<file path="config.mk">
export PLATFORM = sky130hd
export DESIGN_NAME = interval_profile_bin_averager_unit
export DESIGN_NICKNAME = d
export VERILOG_FILES = /design/src/ipba_pkg.sv /design/src/ipba_div.sv /design/src/ipba_datapath.sv /design/src/ipba_ctrl.sv /design/src/interval_profile_bin_averager_unit.sv
export SDC_FILE = /design/constraint.sdc
export NUM_CORES = 1
export LEC_CHECK = 0
export BUFFER_PORTS_ARGS = -buffer_cell sky130_fd_sc_hd__buf_2
export CAP_MARGIN = 10
export CORE_ASPECT_RATIO = 0.75
export CORE_MARGIN = 3
export CORE_UTILIZATION = 51
export CTS_BUF_LIST = sky130_fd_sc_hd__clkbuf_8 sky130_fd_sc_hd__clkbuf_16
export DETAILED_ROUTE_END_ITERATION = 8
export HOLD_SLACK_MARGIN = 0.1
export PLACE_DENSITY = 0.8
export RECOVER_POWER = 100
export SLEW_MARGIN = 20
export SYNTH_ARGS = -nofsm -noshare
export SYNTH_HDL_FRONTEND = slang
export SYNTH_SLANG_ARGS = --single-unit
</file>
<file path="constraint.sdc">
create_clock -name clk -period 11.8 [get_ports clk]
set_input_delay 0.59 -clock clk [delete_from_list [all_inputs] [get_ports clk]]
set_output_delay 0.59 -clock clk [all_outputs]
set_load 0.03 [all_outputs]
</file>
<file path="src/ipba_pkg.sv">
package ipba_pkg;

  localparam int POS_W   = 32;
  localparam int RUN_W   = 7;
  localparam int SCORE_W = 16;
  localparam int SIZE_W  = 16;
  localparam int SUM_W   = 32;
  localparam int MEAN_W  = 16;

  localparam int MAX_RUN_DEFAULT = 64;
  localparam logic [SIZE_W-1:0] BIN_SIZE_RESET = 16'd1000;

  typedef struct packed {
    logic load;
    logic step;
  } ipba_cmd_t;

  typedef struct packed {
    logic run_zero;
    logic bin_hit;
    logic walk_done;
    logic walk_ended;
    logic div_busy;
  } ipba_status_t;

endpackage

</file>
<file path="src/ipba_div.sv">
module ipba_div
  import ipba_pkg::*;
(
  input  logic              clk,
  input  logic              rst,
  input  logic              start,
  input  logic [SUM_W-1:0]  dividend,
  input  logic [SIZE_W-1:0] divisor,
  output logic              busy,
  output logic [SUM_W-1:0]  quotient
);

  localparam int CNT_W = $clog2(SUM_W);

  logic [SIZE_W-1:0] rem;
  logic [SIZE_W-1:0] dvs;
  logic [CNT_W-1:0]  cnt;
  logic [SIZE_W:0]   rem_sh;
  logic              fits;

  assign rem_sh = {rem, quotient[SUM_W-1]};
  assign fits   = rem_sh >= {1'b0, dvs};

  always_ff @(posedge clk) begin
    if (rst) begin
      busy <= 1'b0;
      cnt  <= '0;
    end else if (start) begin
      busy <= 1'b1;
      cnt  <= '0;
    end else if (busy) begin
      cnt <= cnt + 1'b1;
      if (cnt == CNT_W'(SUM_W - 1)) begin
        busy <= 1'b0;
      end
    end
  end

  always_ff @(posedge clk) begin
    if (start) begin
      rem      <= '0;
      dvs      <= divisor;
      quotient <= dividend;
    end else if (busy) begin
      if (fits) begin
        rem <= SIZE_W'(rem_sh - {1'b0, dvs});
      end else begin
        rem <= rem_sh[SIZE_W-1:0];
      end
      quotient <= {quotient[SUM_W-2:0], fits};
    end
  end

endmodule

</file>
<file path="src/ipba_datapath.sv">
module ipba_datapath
  import ipba_pkg::*;
#(
  parameter int MAX_RUN = MAX_RUN_DEFAULT
) (
  input  logic               clk,
  input  logic               rst,
  input  ipba_cmd_t          cmd,
  output ipba_status_t       status,
  input  logic               cfg_we,
  input  logic [SIZE_W-1:0]  cfg_data,
  input  logic [POS_W-1:0]   interval_start,
  input  logic [RUN_W-1:0]   run_length,
  input  logic [SCORE_W-1:0] position_score,
  output logic [POS_W-1:0]   bin_first,
  output logic [POS_W-1:0]   bin_last,
  output logic [MEAN_W-1:0]  bin_mean,
  output logic               last_of_item
);

  logic [SIZE_W-1:0]  bin_size_cfg;
  logic               seeded;
  logic [POS_W-1:0]   current_bin_start;
  logic [SIZE_W-1:0]  counted_positions;
  logic [SUM_W-1:0]   score_total;

  logic [POS_W-1:0]   item_start;
  logic [RUN_W-1:0]   item_run;
  logic [SCORE_W-1:0] item_score;
  logic [RUN_W-1:0]   pos;

  logic [RUN_W-1:0]   run_sat;
  logic [SIZE_W-1:0]  size;
  logic [SUM_W-1:0]   score_total_next;
  logic [SIZE_W-1:0]  counted_next;
  logic [RUN_W-1:0]   pos_next;
  logic [RUN_W-1:0]   left_after;
  logic               hit;
  logic [SUM_W-1:0]   quotient;

  assign run_sat = (run_length > RUN_W'(MAX_RUN)) ? RUN_W'(MAX_RUN) : run_length;
  assign size    = (bin_size_cfg == '0) ? SIZE_W'(1) : bin_size_cfg;

  assign score_total_next = score_total + SUM_W'(item_score);
  assign counted_next     = counted_positions + 1'b1;
  assign pos_next         = pos + 1'b1;
  assign left_after       = item_run - pos_next;
  assign hit              = counted_next >= size;

  assign status.run_zero   = run_sat == '0;
  assign status.bin_hit    = hit;
  assign status.walk_done  = pos_next == item_run;
  assign status.walk_ended = pos == item_run;

  always_ff @(posedge clk) begin
    if (rst) begin
      bin_size_cfg      <= BIN_SIZE_RESET;
      seeded            <= 1'b0;
      current_bin_start <= '0;
      counted_positions <= '0;
      score_total       <= '0;
    end else begin
      if (cfg_we) begin
        bin_size_cfg <= cfg_data;
      end
      if (cmd.load && !seeded) begin
        seeded            <= 1'b1;
        current_bin_start <= interval_start;
      end
      if (cmd.step) begin
        if (hit) begin
          current_bin_start <= item_start + POS_W'(pos_next);
          counted_positions <= '0;
          score_total       <= '0;
        end else begin
          counted_positions <= counted_next;
          score_total       <= score_total_next;
        end
      end
    end
  end

  always_ff @(posedge clk) begin
    if (cmd.load) begin
      item_start <= interval_start;
      item_run   <= run_sat;
      item_score <= position_score;
      pos        <= '0;
    end
    if (cmd.step) begin
      pos <= pos_next;
      if (hit) begin
        bin_first    <= current_bin_start;
        bin_last     <= current_bin_start + POS_W'(size);
        last_of_item <= SIZE_W'(left_after) < size;
      end
    end
  end

  ipba_div u_div (
    .clk      (clk),
    .rst      (rst),
    .start    (cmd.step && hit),
    .dividend (score_total_next),
    .divisor  (size),
    .busy     (status.div_busy),
    .quotient (quotient)
  );

  assign bin_mean = quotient[MEAN_W-1:0];

endmodule

</file>
<file path="src/ipba_ctrl.sv">
module ipba_ctrl
  import ipba_pkg::*;
(
  input  logic         clk,
  input  logic         rst,
  input  logic         in_valid,
  output logic         in_ready,
  output logic         out_valid,
  input  logic         out_ready,
  output ipba_cmd_t    cmd,
  input  ipba_status_t status
);

  localparam logic [1:0] S_IDLE = 2'd0;
  localparam logic [1:0] S_WALK = 2'd1;
  localparam logic [1:0] S_DIV  = 2'd2;
  localparam logic [1:0] S_OUT  = 2'd3;

  logic [1:0] state;
  logic [1:0] state_next;

  always_ff @(posedge clk) begin
    if (rst) begin
      state <= S_IDLE;
    end else begin
      state <= state_next;
    end
  end

  always_comb begin
    state_next = state;
    in_ready   = 1'b0;
    out_valid  = 1'b0;
    cmd.load   = 1'b0;
    cmd.step   = 1'b0;
    case (state)
      S_IDLE: begin
        in_ready = 1'b1;
        if (in_valid) begin
          cmd.load = 1'b1;
          if (!status.run_zero) begin
            state_next = S_WALK;
          end
        end
      end
      S_WALK: begin
        cmd.step = 1'b1;
        if (status.bin_hit) begin
          state_next = S_DIV;
        end else if (status.walk_done) begin
          state_next = S_IDLE;
        end
      end
      S_DIV: begin
        if (!status.div_busy) begin
          state_next = S_OUT;
        end
      end
      S_OUT: begin
        out_valid = 1'b1;
        if (out_ready) begin
          state_next = status.walk_ended ? S_IDLE : S_WALK;
        end
      end
      default: begin
        state_next = S_IDLE;
      end
    endcase
  end

endmodule

</file>
<file path="src/interval_profile_bin_averager_unit.sv">
// channel  handshake              fields                                        dir
// cfg      cfg_valid cfg_ready    bin_size                                      in
// in       in_valid in_ready      interval_start run_length position_score      in
// out      out_valid out_ready    bin_first bin_last bin_mean last_of_item      out
//
// an item is accepted while idle, then each covered position is walked in turn
// each completed bin waits on the shift-subtract divider and then on the output,
// and the output holds until taken, stalling the walk
// in_ready is high only while no item is being walked
// synchronous reset sets bin_size to 1000 and clears the running bin
module interval_profile_bin_averager_unit
  import ipba_pkg::*;
#(
  parameter int MAX_RUN = MAX_RUN_DEFAULT
) (
  input  logic               clk,
  input  logic               rst,
  input  logic               cfg_valid,
  output logic               cfg_ready,
  input  logic [SIZE_W-1:0]  bin_size,
  input  logic               in_valid,
  output logic               in_ready,
  input  logic [POS_W-1:0]   interval_start,
  input  logic [RUN_W-1:0]   run_length,
  input  logic [SCORE_W-1:0] position_score,
  output logic               out_valid,
  input  logic               out_ready,
  output logic [POS_W-1:0]   bin_first,
  output logic [POS_W-1:0]   bin_last,
  output logic [MEAN_W-1:0]  bin_mean,
  output logic               last_of_item
);

  ipba_cmd_t    cmd;
  ipba_status_t status;

  assign cfg_ready = 1'b1;

  ipba_ctrl u_ctrl (
    .clk       (clk),
    .rst       (rst),
    .in_valid  (in_valid),
    .in_ready  (in_ready),
    .out_valid (out_valid),
    .out_ready (out_ready),
    .cmd       (cmd),
    .status    (status)
  );

  ipba_datapath #(
    .MAX_RUN (MAX_RUN)
  ) u_datapath (
    .clk            (clk),
    .rst            (rst),
    .cmd            (cmd),
    .status         (status),
    .cfg_we         (cfg_valid && cfg_ready),
    .cfg_data       (bin_size),
    .interval_start (interval_start),
    .run_length     (run_length),
    .position_score (position_score),
    .bin_first      (bin_first),
    .bin_last       (bin_last),
    .bin_mean       (bin_mean),
    .last_of_item   (last_of_item)
  );

endmodule
</file>
Word-level counts from Yosys, hierarchy flattened
Index checks and enable logic that the tools add are counted.
{"block": "classes", "add_sub_neg": 8, "order_cmp": 4, "eq_ne": 11, "n_mux": 28, "n_reduce_logical": 11}
{"op": "32-bit 2-to-1 mux", "count": 6}
{"op": "32-bit by 16-bit adder with 32-bit output", "count": 2}
{"op": "16-bit 2-to-1 mux", "count": 3}
{"op": "32-bit by 7-bit adder with 32-bit output", "count": 1}
{"op": "7-bit 2-to-1 mux", "count": 3}
{"op": "17-bit by 16-bit greater-or-equal comparator with 1-bit output", "count": 1}
{"op": "16-bit by 1-bit adder with 16-bit output, second input constant", "count": 1}
{"op": "16-bit greater-or-equal comparator", "count": 1}
{"op": "16-bit logical NOT", "count": 1}
{"op": "7-bit by 16-bit less-than comparator with 1-bit output", "count": 1}
{"op": "16-bit subtractor", "count": 1}
{"op": "7-bit == test", "count": 2}
{"op": "2-bit 2-to-1 mux", "count": 6}
{"op": "1-bit 2-to-1 mux", "count": 9}
{"op": "2-bit != test, second input constant", "count": 4}
{"op": "2-bit case mux with 4 select lines", "count": 1}
{"op": "7-bit by 1-bit adder with 7-bit output, second input constant", "count": 1}
{"op": "7-bit greater-than comparator, second input constant", "count": 1}
{"op": "7-bit logical NOT", "count": 1}
{"op": "7-bit subtractor", "count": 1}
{"op": "5-bit by 1-bit adder with 5-bit output, second input constant", "count": 1}
{"op": "5-bit == test, second input constant", "count": 1}
{"op": "5-bit AND reduction", "count": 1}
{"op": "2-bit == test, second input constant", "count": 2}
{"op": "other kinds (8)", "count": 10}
{"block": "word_totals", "ff_bits": 296, "in_bits": 76, "out_inout_bits": 84, "elab_cells": 80}

Depth between registers and ports, before layout
{"block": "logic_depth", "ltp_word": 6, "depth_mapped": 18, "mapped_depth_nobuf": 16}

Cells and area by module
From an unflattened synthesis, not the netlist that was laid out.
{"block": "hier_totals", "cells_unflattened": 1559, "area_unflattened_um2": 16086.7}
{"mod": "ipba_datapath", "instances": 1, "cells_per_inst": 1192, "area_each_um2": 12100.4, "seq_area_each_um2": 5755.5}
{"mod": "ipba_div", "instances": 1, "cells_per_inst": 350, "area_each_um2": 3858.7, "seq_area_each_um2": 1881.8}
{"mod": "ipba_ctrl", "instances": 1, "cells_per_inst": 15, "area_each_um2": 116.4, "seq_area_each_um2": 40.0}
{"mod": "interval_profile_bin_averager_unit", "instances": 1, "cells_per_inst": 2, "area_each_um2": 11.3, "seq_area_each_um2": 0.0}

Least setup slack after synthesis
Ideal clock, no wire load.
{"block": "synth_path", "path_type": "register to register", "start": "reg u_datapath.counted_positions[0]", "end": "reg u_datapath.u_div.quotient[0], data pin", "setup_time_ps": 313, "arrival_time_ps": 4169, "required_ps": 11487, "path_slack_ps": 7319, "path_stages_with_launch": 18, "n_path_buf": 2, "period_less_slack_ps": 4481, "cell_sequence": "dfxtp_1 > ha_1 > nand3_1 > nor3_1 > and3_1 > nand3_1 > xnor2_1 > ha_1 > nand4_1 > nor4_1 > o2111a_1 > o21ai_1 > nand2_2 > nand2_1 > buf_2 > inv_1 > buf_2 > o21ai_0"}
{"block": "synth_via", "elab_chain_len": 4}
{"item": "start: declaration", "line": "ipba_datapath.sv:24", "text": "logic [SIZE_W-1:0] counted_positions;"}
{"item": "start signal: assignment", "line": "ipba_datapath.sv:76", "text": "counted_positions <= counted_next;"}
{"item": "16-bit by 1-bit adder with 16-bit output", "line": "ipba_datapath.sv:45", "text": "assign counted_next = counted_positions + 1'b1;"}
{"item": "16-bit greater-or-equal comparator", "line": "ipba_datapath.sv:48", "text": "assign hit = counted_next >= size;"}
{"item": "1-bit logical AND", "line": "ipba_datapath.sv:103", "text": ".start (cmd.step && hit),"}
{"item": "net u_datapath.u_div.start", "line": "ipba_div.sv:6", "text": "input logic start,"}
{"item": "32-bit 2-to-1 mux", "line": "ipba_div.sv:40", "text": "if (start) begin"}
{"item": "end signal: assignment", "line": "ipba_div.sv:43", "text": "quotient <= dividend;"}
{"item": "end signal: assignment", "line": "ipba_div.sv:50", "text": "quotient <= {quotient[SUM_W-2:0], fits};"}
{"item": "end: declaration", "line": "ipba_div.sv:10", "text": "output logic [SUM_W-1:0] quotient"}
The timed path passes the listed nets, and every way through them passes these cells.
A chain may end at the register's enable or synchronous reset.

Final worst setup path
{"block": "layout_path", "start": "reg u_datapath.counted_positions[0]", "end": "reg u_datapath.u_div.quotient[26] (enable)"}
{"block": "layout_via", "elab_chain_len": 4}
{"item": "16-bit by 1-bit adder with 16-bit output", "line": "ipba_datapath.sv:45"}
{"item": "16-bit greater-or-equal comparator", "line": "ipba_datapath.sv:48"}
{"item": "1-bit logical AND", "line": "ipba_datapath.sv:103"}
{"item": "2-bit nonzero test (no source line)"}
No other way between the ends.

==> impl_summary.txt <==
----------------------------------------------------
[Global routing]
  Global routing usage on met3 ... 2.93%
  Total routing usage reported by global routing ... 22.3%
  Initial antenna violation count ... 0
  Grt ovf ... 0
  Grt met2 use ... 36.7%
  Layer with the highest usage after global routing ... met2
  First-pass GRT wire length ... 59800 um
  Pin count of the biggest net entering global routing ... 79
  Vias in the first global route ... approximately 11000
  GR Layer Usage met1 ... roughly a third

[Timing]
  Skew final ... 0.0137 ns
  Measured slew at the worst slew-check pin ... around 3.3 ns
  Hold Vio Cnt, Final ... 0
  Post-route clock period utilization ... 70.0%
  Minimum clock period ... just over 8 ns
  Final setup fails ... 0
  Pins Over Slew Limit ... 307
  Worst slew margin ... -118%
  Setup total negative slack ... 0 ns
  Peak clock frequency supported by timing ... around 120 MHz
  RSZ-0062 raised after global routing ... false

[Drt]
  Avg WL per Cell ... 18.7 um
  Number of DRC markers in iteration 0 ... 1056
  Total DRC errors in the routed layout ... 0
  Remaining antenna violation count after routing ... 0
  Vias ... around 12000
  DR pass1 iterations ... 5
  Vias per inst ... ~6
  Total detailed-routing wirelength ... ~38000 um

[Cells and area]
  Non-filler instance count after layout ... 2037
  # nets final ... 1787
  Area Growth Syn to Fin ... 11.2%
  Total inserted antenna cells ... 0
  Final std cell area, no fill ... 0.0173 mm2
  Proportion of layout cells with a drive suffix above 1 ... 8.02%

[Yosys]
  Net count after synthesis ... 1679
  Synthesized flop and latch total ... 296
  Sequential share of the synthesized area ... 49.5%
  Main synth FF type ... sky130_fd_sc_hd__edfxtp_1
  Number of cells produced by synthesis ... 1514
  Number of distinct standard cells referenced by the synthesized netlist ... approximately 80
  Number of enable-type register cells in the synthesized netlist ... 175
  Count of synthesis-stage warnings from yosys ... 0
  Async set or reset register ratio after synthesis ... 0%
  Mapped Area ... between 0.015 and 0.02 mm2
  Synth Area per Inst ... 10.3 um2

[Worst setup path]
  Type of the worst setup path ... flip-flop to flip-flop
  Element type at the critical path end ... flip-flop
  Crit path DAT ... around 8.4 ns
  Startpoint type of the worst setup path ... flip-flop
  Crit Path Max Fanout ... 70
  Required time of the critical path ... 11.95 ns

[Die]
  Die boundary height ... 157 um
  Die boundary width ... 207 um
  Starting density of the core ... 52.6%
  I/O pin cnt ... 160
  Core region area ... 0.0295 mm2
  Die Outline Area ... 0.0326 mm2
  Standard-cell rows ... 54

[Place]
  Post-place instance area ... between 0.015 and 0.02 mm2
  Port Buf Inserts ... between 150 and 200
  DP Wirelength ... around 27000 um
  Placer Congestion ... 0.892
  Count of placed standard cells including taps ... between 1500 and 2000

[CTS]
  CTS tree ... built
  Cts hold-fix bufs ... 0
  Clock latency on the worst-skew pair ... roughly 0.56 ns
  Clock slew at reported path FFs ... around 0.060 ns
  Number of buffers on the longest clock path ... 3
  Clock tree root buffer cell ... sky130_fd_sc_hd__clkbuf_16
  Total clock buffers created by CTS ... 29
  Post-CTS Setup Inserts ... 0
  TritonCTS Sinks ... 296
  H-tree depth reported by CTS ... 1
  Number of gates resized after CTS ... 0

[Outcome]
  Status ... complete, but fails checks
  Failing checks ... max-capacitance violations, max-slew violations

[Power]
  Worst vdd rail ir drop ... 136 uV
  Static Leakage ... 6.67 nW
  Pwr per Cell Area ... 156 mW/mm2

[Run]
  Number of violations of the max-capacitance limit ... 7

[Worst hold path]
  Hold Crit Class ... primary input to flip-flop

----------------------------------------------------
-- state kept, by name, indices dropped and copies added (netlist names), 32 cells and up, named ones only --
name and count:
u_datapath.bin_first 32, u_datapath.bin_last 32, u_datapath.current_bin_start 32, u_datapath.item_start 32
u_datapath.score_total 32, u_datapath.u_div.quotient 32
-- layer usage --
layer / part of all wire [%] / routed length [um] / up-vias
met5: 0 / 0 / -
met4: 2.9 / 1100 / 0
met3: 5.6 / 2120 / 70
met2: 46 / 17600 / 417
met1: 45 / 17200 / 5777
li1: - / - / 5679
-- path summary, 6_finish.rpt --
check                           slack [ns]  depth (start not counted)                            end                       startpoint
worst min register to register        0.48                          2      u_datapath.score_total[0]        u_datapath.score_total[0]
worst max register to register        3.54                         16  u_datapath.u_div.quotient[26]  u_datapath.counted_positions[0]
worst min-delay path                  0.20                          1      u_datapath.item_score[10]               position_score[10]
worst max-delay path                  3.54                         16  u_datapath.u_div.quotient[26]  u_datapath.counted_positions[0]
-- stage by stage --
step | hold slack [ns] | worst slack [ns] | utilization, % | power [mW]
floorplan | 0.429 | 7.32 | - | 1.64
global placement | 0.440 | 6.38 | 55.8 | 1.75
detailed placement | 0.460 | 6.00 | 55.8 | 1.77
CTS | 0.180 | 5.99 | 59.0 | 2.70
global route | 0.185 | 2.79 | 58.5 | 2.82
finish | 0.202 | 3.54 | 58.5 | 2.70
-- cell type report --
| cell class | instances | area (um2) |
|---|---|---|
| clock buffers | 30 | 739 |
| clock inverters | 24 | 220 |
| fillers | 2471 | 12300 |
| inverters | 61 | 230 |
| multi-input cells | 1068 | 7200 |
| flip-flops and latches | 296 | 7680 |
| well taps | 392 | 490 |
| repair buffers | 166 | 703 |
-- power breakdown --
part	switching, mW	total (mW)	internal (mW)
sequential	0.0531	1.21	1.16
clock	0.412	0.936	0.524
combinational	0.325	0.553	0.228
total	0.789	2.70	1.91
-- critical path: stages, from the launching register on --
cell,delay [ns]
sky130_fd_sc_hd__dfxtp_1,0.42
sky130_fd_sc_hd__ha_1,0.27
sky130_fd_sc_hd__nand3_1,0.18
sky130_fd_sc_hd__nor3_1,0.51
sky130_fd_sc_hd__and3_1,0.32
sky130_fd_sc_hd__nand3_1,0.15
sky130_fd_sc_hd__xnor2_1,0.17
sky130_fd_sc_hd__ha_1,0.31
sky130_fd_sc_hd__nand4_1,0.08
sky130_fd_sc_hd__nor4_1,0.23
sky130_fd_sc_hd__o2111a_1,0.22
sky130_fd_sc_hd__o21ai_0,0.13
sky130_fd_sc_hd__nand2_1,0.78
sky130_fd_sc_hd__nand2_1,1.66
sky130_fd_sc_hd__buf_4,0.87
sky130_fd_sc_hd__nand2_1,0.18
sky130_fd_sc_hd__clkbuf_1,1.34
-- cell usage in the layout (no fill, tap or decap), types with 18 or more instances in the layout --
master                      instances
sky130_fd_sc_hd__a211oi_1          36
sky130_fd_sc_hd__a21o_1            20
sky130_fd_sc_hd__a21oi_1           86
sky130_fd_sc_hd__a31oi_1           18
sky130_fd_sc_hd__and3_1            23
sky130_fd_sc_hd__buf_2             52
sky130_fd_sc_hd__clkbuf_1         109
sky130_fd_sc_hd__clkbuf_16         29
sky130_fd_sc_hd__dfxtp_1          121
sky130_fd_sc_hd__edfxtp_1         175
sky130_fd_sc_hd__ha_1              84
sky130_fd_sc_hd__inv_1             61
sky130_fd_sc_hd__mux2i_1           46
sky130_fd_sc_hd__nand2_1          128
sky130_fd_sc_hd__nand3_1           46
sky130_fd_sc_hd__nor2_1           116
sky130_fd_sc_hd__nor2b_1           22
sky130_fd_sc_hd__nor3_1            29
sky130_fd_sc_hd__o21ai_0           96
sky130_fd_sc_hd__or3_1             22
sky130_fd_sc_hd__xnor2_1           67
sky130_fd_sc_hd__xor2_1            59
-- cell families after synthesis --
family | count (synthesis) | share of synthesized area (%)
other | 1 | 0.0242
buffers and inverters | 150 | 4.17
adder cells (fa/ha/maj) | 91 | 7.54
multiplexers | 47 | 3.04
AO/OA/AOI/OAI | 346 | 14.3
XOR/XNOR | 126 | 7.11
AND/OR/NAND/NOR | 457 | 14.4
flip-flops | 296 | 49.5
-- Yosys cell counts, types with 9 or more instances --
library cell	n	share of area, %
sky130_fd_sc_hd__nand3_1	46	1.5
sky130_fd_sc_hd__inv_1	60	1.5
sky130_fd_sc_hd__edfxtp_1	175	34
sky130_fd_sc_hd__mux2i_1	46	3.0
sky130_fd_sc_hd__nor3_1	29	0.93
sky130_fd_sc_hd__o21ai_0	92	3.0
sky130_fd_sc_hd__buf_2	13	0.42
sky130_fd_sc_hd__o211ai_1	11	0.53
sky130_fd_sc_hd__a31oi_1	18	0.73
sky130_fd_sc_hd__dfxtp_1	121	16
sky130_fd_sc_hd__nand4_1	11	0.44
sky130_fd_sc_hd__ha_1	84	6.8
sky130_fd_sc_hd__nor2_1	117	2.8
sky130_fd_sc_hd__o31ai_1	9	0.44
sky130_fd_sc_hd__o21a_1	15	0.73
sky130_fd_sc_hd__xnor2_1	67	3.8
sky130_fd_sc_hd__nor2b_1	22	0.89
sky130_fd_sc_hd__nand2_1	127	3.1
sky130_fd_sc_hd__a21o_1	20	0.97
sky130_fd_sc_hd__nand3b_1	9	0.44
sky130_fd_sc_hd__a211oi_1	36	1.7
sky130_fd_sc_hd__a21oi_1	86	2.8
sky130_fd_sc_hd__or3_1	22	0.89
sky130_fd_sc_hd__buf_4	18	0.87
sky130_fd_sc_hd__xor2_1	59	3.3
sky130_fd_sc_hd__clkbuf_1	51	1.2
sky130_fd_sc_hd__and3_1	23	0.93
Power figures use the tool's default switching activity.
